### config.mk
export PLATFORM = sky130hd
export DESIGN_NAME = bfcfl_ctrl
export DESIGN_NICKNAME = d
export VERILOG_FILES = /design/src/rtl/bfcfl_pkg.sv /design/src/rtl/bfcfl_ctrl.sv
export SDC_FILE = /design/constraint.sdc
export NUM_CORES = 1
export LEC_CHECK = 0
export ABC_AREA = 1
export BUFFER_PORTS_ARGS = -buffer_cell sky130_fd_sc_hd__buf_2
export CAP_MARGIN = 20
export CORE_AREA = 2 2 39 41
export CTS_BUF_LIST = sky130_fd_sc_hd__clkbuf_2 sky130_fd_sc_hd__clkbuf_4 sky130_fd_sc_hd__clkbuf_8
export DETAILED_ROUTE_END_ITERATION = 10
export DIE_AREA = 0 0 41 43
export PLACE_DENSITY_LB_ADDON = 0.05
export REMOVE_ABC_BUFFERS = 1
export SYNTH_ARGS = -nofsm -noshare
export SYNTH_HDL_FRONTEND = slang
export SYNTH_SLANG_ARGS = --single-unit
### constraint.sdc
create_clock -name clk -period 1.7 [get_ports clk]
set_clock_uncertainty 0.05 [all_clocks]
set_input_delay 0.085 -clock clk [delete_from_list [all_inputs] [get_ports clk]]
set_output_delay 0.085 -clock clk [all_outputs]
set_load 0.02 [all_outputs]
### src/rtl/bfcfl_pkg.sv
// ----------------------------------------------------------------------------
// bfcfl_pkg
// shared types and codes for the best-fit circular free list unit
// ----------------------------------------------------------------------------
package bfcfl_pkg;

    typedef enum logic [1:0] {
        FUNC_LOAD    = 2'd0,
        FUNC_REQUEST = 2'd1,
        FUNC_READ    = 2'd2,
        FUNC_BAD     = 2'd3
    } func_t;

    typedef enum logic [2:0] {
        ST_LOADED = 3'd0,
        ST_SPLIT  = 3'd1,
        ST_EXACT  = 3'd2,
        ST_NOFIT  = 3'd3,
        ST_ENTRY  = 3'd4,
        ST_ERROR  = 3'd5
    } status_t;

    typedef enum logic [3:0] {
        S_IDLE,
        S_LOAD_RD,
        S_LOAD_WR,
        S_LOAD_LNK,
        S_REQ_RD,
        S_REQ_CMP,
        S_REQ_LNK,
        S_REQ_WR,
        S_READ_RD,
        S_READ_OUT,
        S_RESULT
    } state_t;

    // controller to datapath commands
    typedef struct packed {
        logic capture;      // latch input beat
        logic load_tail;    // read prev link table at cursor
        logic load_write;   // write new slot with its own links
        logic load_link;    // point old tail and cursor at the new slot
        logic walk_start;   // start the ring walk at cursor
        logic walk_issue;   // issue table read at walk pointer
        logic walk_cmp;     // compare returned entry and advance
        logic fit_link;     // read neighbour links of best slot
        logic fit_write;    // update length, unlink best slot if emptied
        logic read_issue;   // issue table read for read beat
        logic read_out;     // form read result
        logic err_out;      // form error or no-fit result
        logic [2:0] err_code;
    } cmd_t;

    // datapath to controller status
    typedef struct packed {
        logic [1:0] func;
        logic       full;
        logic       empty;
        logic       walk_done;
        logic       found;
    } stat_t;

endpackage

### src/rtl/bfcfl_ctrl.sv
// ----------------------------------------------------------------------------
// bfcfl_ctrl
// sequencer for load, request walk and read operations
// ----------------------------------------------------------------------------
module bfcfl_ctrl
    import bfcfl_pkg::*;
(
    input  logic  clk,
    input  logic  rst_n,
    input  logic  in_valid,
    output logic  in_stall,
    input  logic  out_busy,
    output logic  out_load,
    input  stat_t stat,
    output cmd_t  cmd
);

    state_t state_reg, state_next;

    always_ff @(posedge clk or negedge rst_n)
    begin
        if (!rst_n)
        begin
            state_reg <= S_IDLE;
        end
        else
        begin
            state_reg <= state_next;
        end
    end

    always_comb
    begin
        state_next = state_reg;
        cmd        = '0;
        out_load   = 1'b0;
        in_stall   = 1'b1;
        case (state_reg)
            S_IDLE:
            begin
                in_stall = 1'b0;
                if (in_valid)
                begin
                    cmd.capture = 1'b1;
                    state_next  = S_RESULT;
                    case (stat.func)
                        FUNC_LOAD:    state_next = S_LOAD_RD;
                        FUNC_REQUEST: state_next = S_REQ_RD;
                        FUNC_READ:    state_next = S_READ_RD;
                        default:      state_next = S_RESULT;
                    endcase
                end
            end
            S_LOAD_RD:
            begin
                if (stat.full)
                begin
                    cmd.err_out  = 1'b1;
                    cmd.err_code = ST_ERROR;
                    state_next   = S_RESULT;
                end
                else
                begin
                    cmd.load_tail = 1'b1;
                    state_next    = S_LOAD_WR;
                end
            end
            S_LOAD_WR:
            begin
                cmd.load_write = 1'b1;
                state_next     = S_LOAD_LNK;
            end
            S_LOAD_LNK:
            begin
                cmd.load_link = 1'b1;
                state_next    = S_RESULT;
            end
            S_REQ_RD:
            begin
                if (stat.empty)
                begin
                    cmd.err_out  = 1'b1;
                    cmd.err_code = ST_NOFIT;
                    state_next   = S_RESULT;
                end
                else
                begin
                    cmd.walk_start = 1'b1;
                    state_next     = S_REQ_CMP;
                end
            end
            S_REQ_CMP:
            begin
                cmd.walk_cmp = 1'b1;
                if (stat.walk_done)
                begin
                    state_next = S_REQ_LNK;
                end
                else
                begin
                    cmd.walk_issue = 1'b1;
                    state_next = S_REQ_CMP;
                end
            end
            S_REQ_LNK:
            begin
                if (!stat.found)
                begin
                    cmd.err_out  = 1'b1;
                    cmd.err_code = ST_NOFIT;
                    state_next   = S_RESULT;
                end
                else
                begin
                    cmd.fit_link = 1'b1;
                    state_next   = S_REQ_WR;
                end
            end
            S_REQ_WR:
            begin
                cmd.fit_write = 1'b1;
                state_next    = S_RESULT;
            end
            S_READ_RD:
            begin
                if (stat.empty)
                begin
                    cmd.err_out  = 1'b1;
                    cmd.err_code = ST_ERROR;
                    state_next   = S_RESULT;
                end
                else
                begin
                    cmd.read_issue = 1'b1;
                    state_next     = S_READ_OUT;
                end
            end
            S_READ_OUT:
            begin
                cmd.read_out = 1'b1;
                state_next   = S_RESULT;
            end
            S_RESULT:
            begin
                if (!out_busy)
                begin
                    out_load   = 1'b1;
                    state_next = S_IDLE;
                end
            end
            default:
            begin
                state_next = S_IDLE;
            end
        endcase
    end

endmodule

==> impl_metrics.tcl, run 1 <==
set metrics [dict create \
    status "complete, no violations" \
    grt_max_degree 9 \
    p_clk_frac 0.102 \
    ctsRootBufferMaster "clkbuf_4" \
    drt_pass1_iterations 4 \
    cp_cell_sequence "inv_1, nor2_1, nand3_1, nand4_1, buf_2" \
    p_per_area_mw_per_mm2 1650 \
    ant_nets 0 \
    numPlacedInstances 134 \
    rsz0062_at_grt "no" \
    grt_pass1_vias 499 \
    final_layout_size_suffix_gt1_frac 0.393 \
    layout_min_cycle_time_ns 1.57 \
    relSlewSlack 0.833 \
    cts.clk_slew.worst_paths_ns 0.04 \
    critPathSlowestCell "dfrtp_2" \
    grt_antenna_before_repair 0 \
    critical_path_class "flip-flop to primary output" \
    worstMarginPinSlew_ns 0.250 \
    port_buffers 26 \
    synth_cell_types 18 \
    switchingPower_uw 679 \
    fp.dieH_um 43 \
    grt_usage 0.160 \
    synth_warnings 0 \
    reg2reg_slack_ns 0.39 \
    wirelength_um 1290 \
    synth-seq-cells 4 \
    drt_iter0_drc 12 \
    p_comb_frac 0.697 \
    drv_slew 0 \
    cts_tree "yes" \
    vias_per_cell 4.48 \
    layout_common_cells "nand2_1, buf_2, inv_1" \
    wire_per_inst_um 9.31 \
    clock.fmax_mhz 638 \
    tns_ns 0 \
    avgSynthCellArea_um2 5.75 \
    critical_path_buf_inv_count 2 \
    io_pins 27 \
    crit_path_max_fanout 8 \
    cts.sinks 4 \
    clk_latency_ns 0.24 \
    die_area_mm2 0.00176 \
    setup_viol 0 \
    cts_buffer_depth 2 \
    numCtsBuffers 3 \
    diodes 0 \
    ys_seq_area_frac 0.185 \
    drc 0 \
    rows 14 \
    finalCritPeriodShare 0.922 \
    crit_path_end_kind "primary output" \
    final_net_count 134 \
    die_w_um 41 \
    dp_hpwl_um 1100 \
    cts_setup_buffers 0 \
    grt_pass1_wl_um 1900 \
    start_kind "flip-flop" \
    swShare 0.583 \
    h-tree-depth 1 \
    crit_arrival_ns 1.43 \
    slowest_delay_ns 0.46 \
    instances_no_fill 138 \
    routed-via-count 618 \
    cp.required_ns 1.56 \
    start_util 0.391 \
    crit_family "simple AND/OR/NAND/NOR gates" \
    syn_to_final_growth_pct 30.6 \
    synth_area_um2 541 \
    place_congestion 0.748 \
    ir_drop_v 0.000967 \
    finalHoldViolations 0 \
    p_leak_nw 0.486 \
    largest_reg_flops 4 \
    gr-total-overflow 0 \
    power_frac_seq 0.200 \
    p_int_uw 486 \
    max_cap_viol_count 0 \
    hold_path_class "input port to flip-flop" \
    syn_inst 94 \
    core_mm2 0.00138 \
]
[synth_stat cells (all sizes together)]
cell type | instances | area share
buf | 2 | 0.035
clkinv | 1 | 0.0069
dfrtp | 4 | 0.19
inv | 19 | 0.13
nand2 | 29 | 0.22
nand3 | 13 | 0.15
nand4 | 1 | 0.012
nor2 | 21 | 0.22
nor3 | 1 | 0.0093
nor3b | 1 | 0.014
nor4 | 1 | 0.012
o21ai | 1 | 0.016
[repair_timing]
item                       4_1_cts  5_1_grt
hold buffers                     1        0
hold endpoints to repair         4        0
setup endpoints to repair        0        3
resized for setup                0        1
[stage by stage]
step	area, um^2	utilization	power, mW	worst slack, ns	hold WS [ns]
finish	706	0.510	1.16	0.133	0.105
global route	706	0.510	1.28	0.00220	0.130
CTS	704	0.509	1.17	0.0268	0.104
detailed placement	672	0.486	1.05	0.284	-0.159
global placement	672	0.486	1.06	0.272	-0.158
floorplan	522	-	0.834	0.338	-0.261
[worst reg2reg max path, cell delays in order (launching register included)]
cell,delay (ns)
dfrtp_1,0.45
nor2_4,0.25
nand2_2,0.12
o21ai_2,0.18
inv_2,0.05
nand2_1,0.06
nand2_1,0.05
[power groups by stage]
stage / Clock, mW / Sequential (mW) / Combinational [mW]
2_1_floorplan: 0 / 0.220 / 0.614
3_3_place_gp: 0 / 0.230 / 0.825
3_5_place_dp: 0 / 0.233 / 0.814
4_1_cts: 0.123 / 0.231 / 0.820
5_1_grt: 0.133 / 0.240 / 0.906
6_report: 0.119 / 0.233 / 0.812
[area by class of cell]
| cell class | instances | area, um^2 |
|---|---|---|
| tap | 16 | 20.0 |
| fill | 153 | 678 |
| inverter | 20 | 75.1 |
| timing repair buffer | 27 | 140 |
| sequential | 4 | 101 |
| clock buffer | 3 | 22.5 |
| multi-input combinational | 68 | 347 |
[cells by family after synthesis]
family	Yosys count	share of synthesized area
flops	4	0.185
simple gates	67	0.625
compound gates	1	0.0162
buf+inv	22	0.174
[per-layer routing]
| metal | track usage | vias to the layer above | share of wire |
|---|---|---|---|
| li1 | - | 340 | - |
| met1 | 0.192 | 262 | 0.46 |
| met2 | 0.256 | 14 | 0.48 |
| met3 | 0.0157 | 2 | 0.042 |
| met4 | 0.100 | 0 | 0.015 |
| met5 | 0 | - | 0 |
[worst paths after layout]
path,from,to,cells past startpoint
worst max-delay path,state_reg[0],cmd[3],5
worst min-delay path,out_busy,state_reg[3],3
worst max register to register,state_reg[1],state_reg[1],6
worst min register to register,state_reg[0],state_reg[3],3
max in group asynchronous,rst_n,state_reg[0],2
min in group asynchronous,rst_n,state_reg[3],2
No activity file was read; power rests on OpenSTA's default activity.
==> run 2, diff against run 1 <==
--- a/config.mk
+++ b/config.mk
@@ -9,10 +9,9 @@
 export BUFFER_PORTS_ARGS = -buffer_cell sky130_fd_sc_hd__buf_2
 export CAP_MARGIN = 20
 export CORE_AREA = 2 2 39 41
-export CTS_BUF_LIST = sky130_fd_sc_hd__clkbuf_2 sky130_fd_sc_hd__clkbuf_4 sky130_fd_sc_hd__clkbuf_8
 export DETAILED_ROUTE_END_ITERATION = 10
 export DIE_AREA = 0 0 41 43
-export PLACE_DENSITY_LB_ADDON = 0.05
+export PLACE_DENSITY = 0.72
 export REMOVE_ABC_BUFFERS = 1
 export SYNTH_ARGS = -nofsm -noshare
 export SYNTH_HDL_FRONTEND = slang
==> impl_metrics.tcl, run 2 (same netlist as run 1, synthesis figures left out) <==
set metrics [dict create \
    final_layout_size_suffix_gt1_frac 0.402 \
    die_w_um 41 \
    tns_ns 0 \
    clk_latency_ns 0.23 \
    syn_to_final_growth_pct 30.8 \
    crit_path_end_kind "primary output" \
    cp.required_ns 1.56 \
    max_cap_viol_count 0 \
    diodes 0 \
    grt_pass1_vias 530 \
    numCtsBuffers 3 \
    largest_reg_flops 4 \
    drc 0 \
    grt_max_degree 9 \
    grt_usage 0.187 \
    r2r_end "state_reg[3]" \
    layout_min_cycle_time_ns 1.58 \
    start_kind "flip-flop" \
    status "complete, no violations" \
    rsz0062_at_grt "no" \
    gr-total-overflow 0 \
    reg2reg_slack_ns 0.41 \
    timing.rr.start "state_reg[3]" \
    io_pins 27 \
    worstMarginPinSlew_ns 0.252 \
    finalCritPeriodShare 0.928 \
    crit_path_max_fanout 4 \
    relSlewSlack 0.832 \
    finalHoldViolations 0 \
    critical_path_class "flip-flop to primary output" \
    layout_common_cells "nand2_1, buf_2, inv_1" \
    crit_arrival_ns 1.44 \
    dp_slack_ns 0.320 \
    ant_nets 0 \
    cp-startpoint "state_reg[2]" \
    cts_setup_buffers 0 \
    final_net_count 134 \
    fp.dieH_um 43 \
    dp_hpwl_um 1110 \
    die_area_mm2 0.00176 \
    clock.fmax_mhz 634 \
    routed-via-count 643 \
    setup_viol 0 \
    grt_pass1_wl_um 2260 \
    port_buffers 26 \
    core_mm2 0.00138 \
    p_leak_nw 0.484 \
    start_util 0.391 \
    cts_tree "yes" \
    p_per_area_mw_per_mm2 1660 \
    cts.clk_slew.worst_paths_ns 0.04 \
    reg2reg_depth 6 \
    fin_ws_ns 0.122 \
    fill_cells 149 \
    cts_buffer_depth 2 \
    drv_slew 0 \
    rows 14 \
    place_congestion 0.792 \
    vias_per_cell 4.66 \
    wirelength_um 1340 \
    grt_antenna_before_repair 0 \
    finalPower_mw 1.17 \
    drt_pass1_iterations 3 \
    drt_iter0_drc 6 \
    ir_drop_v 0.000783 \
    cp-endpoint "cmd[3]" \
    hold_path_startpoint "out_busy" \
    hold_path_class "input port to flip-flop" \
    ctsRootBufferMaster "clkbuf_4" \
    h-tree-depth 1 \
    wire_per_inst_um 9.73 \
    cts.sinks 4 \
]
run 2: cell counts in the layout (fill, tap and decap cells not counted):
Identical to the previous run, type by type.
run 2: how the worst min path moves through the flow:
stage | end | slack, ns | cells past startpoint
after floorplan | state_reg[0] | -0.26 | 0
after global placement | state_reg[2] | -0.16 | 1
after detailed placement | state_reg[2] | -0.16 | 1
after CTS | state_reg[1] | 0.09 | 3
after global routing | state_reg[1] | 0.10 | 3
final | state_reg[1] | 0.1 | 3
run 2: repair_timing:
item	CTS	global route
endpoints found under the setup margin	0	3
hold buffers	1	0
endpoints found under the hold margin	4	0
resized for setup	0	2
run 2: area by class of cell:
cell class | instances | area, um^2 | share of cell area
Tap cell | 16 | 20.0 | 0.0283
Multi-Input combinational cell | 68 | 347 | 0.490
Inverter | 20 | 75.1 | 0.106
Clock buffer | 3 | 22.5 | 0.0319
Sequential cell | 4 | 103 | 0.145
Timing Repair Buffer | 27 | 140 | 0.198
run 2: critical path: stages (launching register included):
cell and delay, ns:
dfrtp_1 0.44, inv_2 0.12, nand2_1 0.08, nor2_1 0.17, nand2_1 0.12, nand4_1 0.12
buf_2 0.17
run 2: report_power, final:
| group | switching [mW] | internal [mW] |
|---|---|---|
| Sequential | 0.0933 | 0.144 |
| Combinational | 0.552 | 0.266 |
| Clock | 0.0382 | 0.0789 |
| Total | 0.684 | 0.489 |
run 2: stage by stage:
stage	hold slack [ns]	util	instances	area (um^2)
floorplan	-0.261	-	92	522
global placement	-0.158	0.486	134	672
detailed placement	-0.156	0.486	134	672
CTS	0.0935	0.509	138	704
global route	0.104	0.511	138	707
finish	0.0960	0.511	138	707
run 2: layer usage:
metal	vias to the layer above	global-route usage	share of wire
met5	-	0	0
met4	0	0.100	0.0097
met3	2	0.0314	0.034
met2	14	0.278	0.52
met1	286	0.246	0.43
li1	341	-	-
==> run 3, diff against run 2 <==
--- a/config.mk
+++ b/config.mk
@@ -5,13 +5,12 @@
 export SDC_FILE = /design/constraint.sdc
 export NUM_CORES = 1
 export LEC_CHECK = 0
-export ABC_AREA = 1
 export BUFFER_PORTS_ARGS = -buffer_cell sky130_fd_sc_hd__buf_2
 export CAP_MARGIN = 20
 export CORE_AREA = 2 2 39 41
 export DETAILED_ROUTE_END_ITERATION = 10
 export DIE_AREA = 0 0 41 43
-export PLACE_DENSITY = 0.72
+export PLACE_DENSITY = 0.66
 export REMOVE_ABC_BUFFERS = 1
 export SYNTH_ARGS = -nofsm -noshare
 export SYNTH_HDL_FRONTEND = slang
==> impl_metrics.tcl, run 3 <==
set metrics [dict create \
    status "complete, no violations" \
    finalHoldViolations 0 \
    grt_usage 0.169 \
    core_mm2 0.00138 \
    layout_commonest_cell "buf_2" \
    yosysMostFrequentCell "nor3_1" \
    ctsRootBufferMaster "clkbuf_4" \
    vias_per_cell 5.19 \
    grt_max_degree 15 \
    synth-main-ff-cell "dfrtp_1" \
    whs_path_depth 3 \
    gr-total-overflow 0 \
    start_util 0.335 \
    finalPower_mw 1.14 \
    die_area_mm2 0.00176 \
    cts_buffer_depth 2 \
    p_leak_nw 0.339 \
    critical_path_class "flip-flop to primary output" \
    synth_cell_types 27 \
    postSynth.asyncResetShare 1.00 \
    fp.dieH_um 43 \
    crit_path_end_kind "primary output" \
    ys_top_cells_by_area "dfrtp_1, nor3_1, nor2_1" \
    max_cap_viol_count 0 \
    synth_warnings 0 \
    cts_tree "yes" \
    synth_edf_count 0 \
    wire_per_inst_um 12.0 \
    tns_ns 0 \
    grt_antenna_before_repair 0 \
    clk_latency_ns 0.25 \
    die_w_um 41 \
    h-tree-depth 1 \
    diodes 0 \
    layout_min_cycle_time_ns 1.62 \
    yosysTopAreaCellShare 0.216 \
    largest_reg_flops 4 \
    cts.sinks 4 \
    syn_to_final_growth_pct 42.7 \
    reg2reg_depth 5 \
    ir_drop_v 0.000846 \
    ys_seq_area_frac 0.216 \
    grt_pass1_vias 467 \
    p_per_area_mw_per_mm2 1730 \
    ant_nets 0 \
    dp_hpwl_um 1010 \
    relSlewSlack 0.806 \
    dp_slack_ns 0.117 \
    grt_pass1_wl_um 1980 \
    drt_iter0_drc 12 \
    drt_pass1_iterations 4 \
    clock.fmax_mhz 617 \
    finalCritPeriodShare 0.953 \
    final_layout_size_suffix_gt1_frac 0.438 \
    cp.required_ns 1.56 \
    synthTopCellsByCount "nor3_1, nor2_1" \
    rsz0062_at_grt "no" \
    syn_inst 66 \
    hold_path_class "input port to flip-flop" \
    place_congestion 0.819 \
    port_buffers 26 \
    yosysTopAreaCell "dfrtp_1" \
    setup_viol 0 \
    routed-via-count 581 \
    synth-seq-cells 4 \
    crit_arrival_ns 1.49 \
    wirelength_um 1350 \
    drc 0 \
    worstMarginPinSlew_ns 0.290 \
    avgSynthCellArea_um2 7.01 \
    io_pins 27 \
    final_net_count 108 \
    layout_common_cells "buf_2, nor3_1, nor2_1" \
    numCtsBuffers 3 \
    cts.clk_slew.worst_paths_ns 0.04 \
    drv_slew 0 \
    fin_ws_ns 0.0795 \
    synth_area_um2 463 \
    start_kind "flip-flop" \
    reg2reg_slack_ns 0.15 \
    rows 14 \
    crit_path_max_fanout 11 \
]
## run 3: cell types whose count changed after synthesis, moves of 7 or more
cell	change
inv_1	-11
nand2_1	-22
nand3_1	-9
nor2_1	-7
nor3_1	+8
## run 3: area by class of cell
class                           count  area [um^2]
Clock buffer                        3         22.5
Sequential cell                     4          105
Timing Repair Buffer               32          178
Tap cell                           16         20.0
Inverter                            4         15.0
Multi-Input combinational cell     53          320
Fill cell                         148          723
## run 3: cell families (layout without fill, tap and decap cells)
| group | count (synthesis) | in the layout | share of synthesized area |
|---|---|---|---|
| AND/OR/NAND/NOR | 37 | 37 | 0.446 |
| buffers and inverters | 9 | 39 | 0.0973 |
| flip-flops | 4 | 4 | 0.216 |
| AO/OA/AOI/OAI | 16 | 16 | 0.241 |
## run 3: critical path, stage by stage, from the launching register on
cell and delay [ns]:
dfrtp_2 0.48, or2_1 0.30, nor3_2 0.19, inv_1 0.09, buf_2 0.17
## run 3: where the power goes
| group | leakage (nW) | internal [mW] | switching, mW |
|---|---|---|---|
| Clock | 0.0138 | 0.0797 | 0.0503 |
| Sequential | 0.0458 | 0.145 | 0.116 |
| Combinational | 0.279 | 0.329 | 0.420 |
## run 3: per-stage QoR
step	std cells	utilization	instance area (um^2)	hold slack [ns]
2_1_floorplan	61	-	433	-0.261
3_3_place_gp	104	0.427	591	-0.160
3_5_place_dp	104	0.427	591	-0.154
4_1_cts	108	0.451	624	0.0601
5_1_grt	112	0.477	661	0.0728
6_report	112	0.477	661	0.0555
## run 3: path summary, 6_finish.rpt
path	from	endpoint
max	state_reg[0]	in_stall
min	out_busy	state_reg[3]
max reg2reg	state_reg[0]	state_reg[1]
min reg2reg	state_reg[1]	state_reg[0]
max in group asynchronous	rst_n	state_reg[1]
min in group asynchronous	rst_n	state_reg[3]
## run 3: timing repair
item                                    in CTS  in global routing
pin swaps                                    0                  0
endpoints found under the hold margin        4                  0
hold buffers                                 1                  0
endpoints found under the setup margin       3                  6
resized for setup                            1                  4
buffers inserted                             0                  4
## run 3: layer usage
metal / share of wire / routed length (um) / global-route usage
met1: 0.46 / 615 / 0.231
met2: 0.45 / 611 / 0.228
met3: 0.070 / 95 / 0.0471
met4: 0.019 / 25 / 0.100
met5: 0 / 0 / 0
